<file path="config.mk">
export PLATFORM = sky130hd
export DESIGN_NAME = mrrc_modunit
export DESIGN_NICKNAME = d
export VERILOG_FILES = /design/src/rtl/core/mrrc_pkg.sv /design/src/rtl/core/mrrc_modunit.sv
export SDC_FILE = /design/constraint.sdc
export NUM_CORES = 1
export LEC_CHECK = 0
export BUFFER_PORTS_ARGS = -buffer_cell sky130_fd_sc_hd__buf_2
export CAP_MARGIN = 5
export CORE_MARGIN = 10
export CORE_UTILIZATION = 45
export CTS_CLUSTER_SIZE = 24
export DETAILED_ROUTE_END_ITERATION = 16
export PLACE_DENSITY_LB_ADDON = 0.25
export SKIP_LAST_GASP = 1
export SLEW_MARGIN = 10
export SYNTH_ARGS = -nofsm -noshare
export SYNTH_HDL_FRONTEND = slang
export SYNTH_SLANG_ARGS = --single-unit
export TNS_END_PERCENT = 30
</file>
<file path="constraint.sdc">
create_clock -name aclk -period 13.6 [get_ports aclk]
set_input_delay 1.36 -clock aclk [delete_from_list [all_inputs] [get_ports aclk]]
set_output_delay 1.36 -clock aclk [all_outputs]
set_load 0.01 [all_outputs]
</file>
<file path="src/rtl/core/mrrc_pkg.sv">
// ----------------------------------------------------------------------------
// mrrc_pkg
// shared types and constants for the miller-rabin round checker
// ----------------------------------------------------------------------------
package mrrc_pkg;

    localparam int NUM_WIDTH = 64;
    localparam int RND_WIDTH = 64;
    localparam int CNT_WIDTH = $clog2(NUM_WIDTH + 1);

    typedef logic [NUM_WIDTH-1:0] num_t;
    typedef logic [CNT_WIDTH-1:0] cnt_t;

    // shared unit operations
    typedef enum logic [1:0] {
        OP_MULMOD = 2'd0,
        OP_REMMOD = 2'd1
    } op_t;

    typedef struct packed {
        logic start;
        op_t  op;
    } unit_req_t;

    typedef enum logic [3:0] {
        ST_IDLE,
        ST_CHECK,
        ST_SPLIT,
        ST_REM,
        ST_REM_WAIT,
        ST_POW,
        ST_POW_WAIT,
        ST_SQR,
        ST_SQR_WAIT,
        ST_TEST,
        ST_LOOP,
        ST_LOOP_WAIT,
        ST_DONE
    } state_t;

endpackage

</file>
<file path="src/rtl/core/mrrc_modunit.sv">
// ----------------------------------------------------------------------------
// mrrc_modunit
// bit-serial shared modular unit: (a*b) mod m by add-and-double, or
// b mod m by restoring shift-subtract, one bit per cycle
// ----------------------------------------------------------------------------
module mrrc_modunit (
    input  logic                aclk,
    input  logic                aresetn,
    input  mrrc_pkg::unit_req_t req,
    input  mrrc_pkg::num_t      op_a,
    input  logic [mrrc_pkg::RND_WIDTH-1:0] op_b,
    input  mrrc_pkg::num_t      op_m,
    output logic                busy,
    output mrrc_pkg::num_t      result
);
    import mrrc_pkg::*;

    localparam int BW = RND_WIDTH;
    localparam int IW = $clog2(BW);

    logic              busy_reg, busy_next;
    op_t               op_reg, op_next;
    logic [IW-1:0]     idx_reg, idx_next;
    num_t              acc_reg, acc_next;
    num_t              a_reg, a_next;
    logic [BW-1:0]     b_reg, b_next;
    num_t              m_reg, m_next;

    logic [NUM_WIDTH:0] dbl;
    logic [NUM_WIDTH:0] dbl_red;
    num_t               dbl_mod;
    logic [NUM_WIDTH:0] add;
    logic [NUM_WIDTH:0] add_red;
    num_t               step;
    logic               bit_cur;

    always_comb begin
        bit_cur = b_reg[idx_reg];
        // double with the next bit shifted in for remainder, plain double for product
        dbl     = {acc_reg, (op_reg == OP_REMMOD) ? bit_cur : 1'b0};
        dbl_red = dbl - {1'b0, m_reg};
        dbl_mod = dbl_red[NUM_WIDTH] ? dbl[NUM_WIDTH-1:0] : dbl_red[NUM_WIDTH-1:0];
        add     = {1'b0, dbl_mod} + {1'b0, a_reg};
        add_red = add - {1'b0, m_reg};
        if (op_reg == OP_MULMOD && bit_cur) begin
            step = add_red[NUM_WIDTH] ? add[NUM_WIDTH-1:0] : add_red[NUM_WIDTH-1:0];
        end else begin
            step = dbl_mod;
        end
    end

    always_comb begin
        busy_next = busy_reg;
        op_next   = op_reg;
        idx_next  = idx_reg;
        acc_next  = acc_reg;
        a_next    = a_reg;
        b_next    = b_reg;
        m_next    = m_reg;
        if (req.start) begin
            busy_next = 1'b1;
            op_next   = req.op;
            idx_next  = IW'(BW - 1);
            acc_next  = '0;
            a_next    = op_a;
            b_next    = op_b;
            m_next    = op_m;
        end else if (busy_reg) begin
            acc_next = step;
            if (idx_reg == '0) begin
                busy_next = 1'b0;
            end else begin
                idx_next = idx_reg - IW'(1);
            end
        end
    end

    always_ff @(posedge aclk) begin
        if (!aresetn) begin
            busy_reg <= 1'b0;
        end else begin
            busy_reg <= busy_next;
        end
        op_reg  <= op_next;
        idx_reg <= idx_next;
        acc_reg <= acc_next;
        a_reg   <= a_next;
        b_reg   <= b_next;
        m_reg   <= m_next;
    end

    assign busy   = busy_reg;
    assign result = acc_reg;

endmodule

</file>
==> results.py <==
metrics = {
    "grt": {
        "antenna_found_initial": 10,
        "first_global_vias": 20902,
        "grtUsageTotal_pct": 27.9,
        "grt_pass1_wl_um": 129000,
        "grt_start_max_net_pins": 82,
        "grt_overflow": 0,
    },
    "power_and_ir_drop": {
        "total_power_mw": 3.16,
        "ir_drop_v": 0.000114,
        "leakage_nw": 11.2,
        "power_density_nw_per_um2": 123,
    },
    "layout": {
        "drive_above_1_share_pct": 15.6,
        "fillers": 4569,
        "finish.utilization_pct": 52.1,
        "final_cell_mix": "275 x nand2_1, 260 x buf_2, 255 x a21oi_1",
        "layout_commonest_cell": "nand2_1",
        "area_growth_pct": 13.9,
        "fin_nets": 3155,
    },
    "cts": {
        "h-tree-depth": 1,
        "ctsLongestPathBuffers": 3,
        "postCtsSetupBuffers": 0,
        "cts_hold_buf": 0,
        "cts_tree": "yes",
        "numCtsBuffers": 31,
        "cts_resized": 0,
        "clock_sinks": 265,
        "cts-root-buf": "clkbuf_16",
        "clk_pin_slew_worst_paths_ps": 60,
        "clock_latency_ps": 620,
    },
    "logic_synthesis": {
        "synth-edff-count": 194,
        "ys_ff_latch": 265,
        "netlist_area_um2": 22500,
        "syn_inst": 2549,
        "yosysUniqueCellTypes": 87,
        "yosys_warnings": 0,
        "synth_top_area_share_pct": 25.9,
        "synth_top_flop_cell": "edfxtp_1",
        "syn_nets": 2943,
        "yosysTopAreaCell": "edfxtp_1",
        "ys_top_cells_by_area": "edfxtp_1 26%, ha_1 11%, dfxtp_1 6.3%, a21oi_1 5.7%, nand2_1 4.6%",
        "avgSynthCellArea_um2": 8.82,
        "ys_seq_area_share_pct": 32.2,
        "synth-async-reset-ratio_pct": 0,
    },
    "detailed_routing": {
        "ant_nets": 0,
        "vias": 21380,
        "routed_wl_um": 86000,
        "drt_pass1_iterations": 7,
        "viasPerCell": 6.19,
        "wire_per_inst_um": 24.9,
        "route.detailed.drc": 0,
        "drt_iter0_markers": 2327,
    },
    "floorplan": {
        "fp.dieW_um": 244,
        "core_area_um2": 49200,
        "num_io_pins": 262,
        "fp.dieH_um": 244,
        "rows": 81,
        "die_area_um2": 59300,
        "initial_core_util_pct": 45.8,
    },
    "worst_setup_path": {
        "r2r-end": "result[18]$_SDFFE_PP0P_",
        "cpMostUsedCell": "a211oi_1",
        "reg2reg_depth": 42,
        "critical_path.max_stage_delay_ps": 840,
        "reg2reg_from": "idx_reg[1]$_SDFFE_PP1P_",
        "crit_required_ps": 14110,
        "critical_path_arrival_ps": 13440,
        "critical_path.startpoint_type": "flip-flop",
        "worst_path_max_delay_cell": "dfxtp_1",
        "critPathCaptureType": "flip-flop",
        "worstPathMaxFanout": 40,
        "critical_path_class": "flip-flop to flip-flop",
        "r2r_slack_ps": 670,
    },
    "placement": {
        "port_buffers": 261,
        "gp_congestion": 1.04,
        "hpwl_um": 68100,
    },
    "hold_path": {
        "whs_endpoint": "result[48]$_SDFFE_PP0P_",
        "min_path_cells": 2,
        "min-delay-start": "result[48]$_SDFFE_PP0P_",
        "hp-class": "flip-flop to flip-flop",
    },
    "sta": {
        "tns_ps": 0,
        "relSlewSlack_pct": 19.3,
        "min_period_ps": 12930,
        "rsz0062_at_grt": "no",
        "drv_slew": 0,
        "fmax_mhz": 77.4,
        "period_share_pct": 95.0,
        "fin_skew_ps": 26.7,
        "worstMarginPinSlew_ps": 1200,
        "setup_viol": 0,
        "hold_viol_final": 0,
    },
    "flow_run": {
        "drv_cap": 0,
    },
    "run_status": {
        "status": "complete, no violations",
    },
}
## power by group
| part | total [mW] | switching, mW | leakage, nW | internal [mW] |
|---|---|---|---|---|
| Clock | 0.935 | 0.363 | 0.538 | 0.571 |
| Combinational | 1.25 | 0.788 | 8.22 | 0.465 |
| Sequential | 0.970 | 0.0389 | 2.47 | 0.931 |
| Total | 3.16 | 1.19 | 11.2 | 1.97 |
## final cells by class
cell class              count  area, um2  share of cell area [%]
clock inverters            20        319                    1.25
flip-flops and latches    265       7250                    28.3
clock buffers              38        802                    3.13
repair buffers            291       1570                    6.12
inverters                 124        465                    1.82
well taps                 664        831                    3.24
diodes                      4       10.0                  0.0391
multi-input cells        2048      14400                    56.1
## layer usage
metal	vias up	global-route usage, %	part of all wire (%)
li1	10005	-	-
met1	10070	37.6	43
met2	1102	40.6	42
met3	191	9.16	11
met4	12	10.7	4.1
met5	-	0	0.090
## worst max path at each step
stage,start,endpoint,cells past startpoint
2_1_floorplan,idx_reg[0]$_SDFFE_PP1P_,result[20]$_SDFFE_PP0P_,44
3_3_place_gp,idx_reg[0]$_SDFFE_PP1P_,result[18]$_SDFFE_PP0P_,42
3_5_place_dp,idx_reg[0]$_SDFFE_PP1P_,result[18]$_SDFFE_PP0P_,42
4_1_cts,idx_reg[0]$_SDFFE_PP1P_,result[18]$_SDFFE_PP0P_,42
5_1_grt,idx_reg[1]$_SDFFE_PP1P_,result[18]$_SDFFE_PP0P_,42
6_report,idx_reg[1]$_SDFFE_PP1P_,result[18]$_SDFFE_PP0P_,42
## synthesized netlist by cell type, drive strengths merged (6+ instances only)
master   count
nor3        41
o21ai      181
edfxtp     194
and2        17
dfxtp       71
and4         8
clkbuf      80
o21bai      40
a21boi      12
nor4        10
and3        18
o211ai      37
o41ai        9
a211o        8
mux4        20
o311ai       6
a221oi       7
o211a        6
o21a        24
inv        124
xnor2      111
ha         194
xor2        69
mux2i       18
mux2        52
a211oi      38
o221ai       8
o31ai       21
a32o        21
a41oi        8
nand4       56
o22ai       10
or2          9
a31oi       20
nor2       147
a21oi      255
nand2      275
a221o        7
a21o       100
nand3       38
buf         32
o2111ai      7
nand2b      50
nor2b       23
## logic make-up after synthesis
family | share of synthesized area [%]
DFF | 32.2
muxes | 5.42
xor gates and xnor gates | 7.01
and+or+nand+nor | 15.0
adders and majority gates | 11.1
buffers and inverters | 4.17
AOI/OAI and AO/OA | 25.1
## critical path: cells and delay by family, from the launching register on
kind / cells / cell delay, ps
muxes: 5 / 1630
adders and majority gates: 4 / 1490
AOI/OAI and AO/OA: 15 / 3780
DFF: 1 / 840
and+or+nand+nor: 13 / 3830
xor gates and xnor gates: 2 / 350
buffers and inverters: 3 / 890
## through the flow
stage	setup slack (ps)	cell area [um2]	hold slack (ps)	instances
2_1_floorplan	3760	22500	492	2549
3_3_place_gp	693	24500	494	3392
3_5_place_dp	503	24500	510	3392
4_1_cts	459	25600	518	3450
5_1_grt	58.5	25600	535	3452
6_report	673	25600	519	3454
No activity file was read; power rests on OpenSTA's default activity.
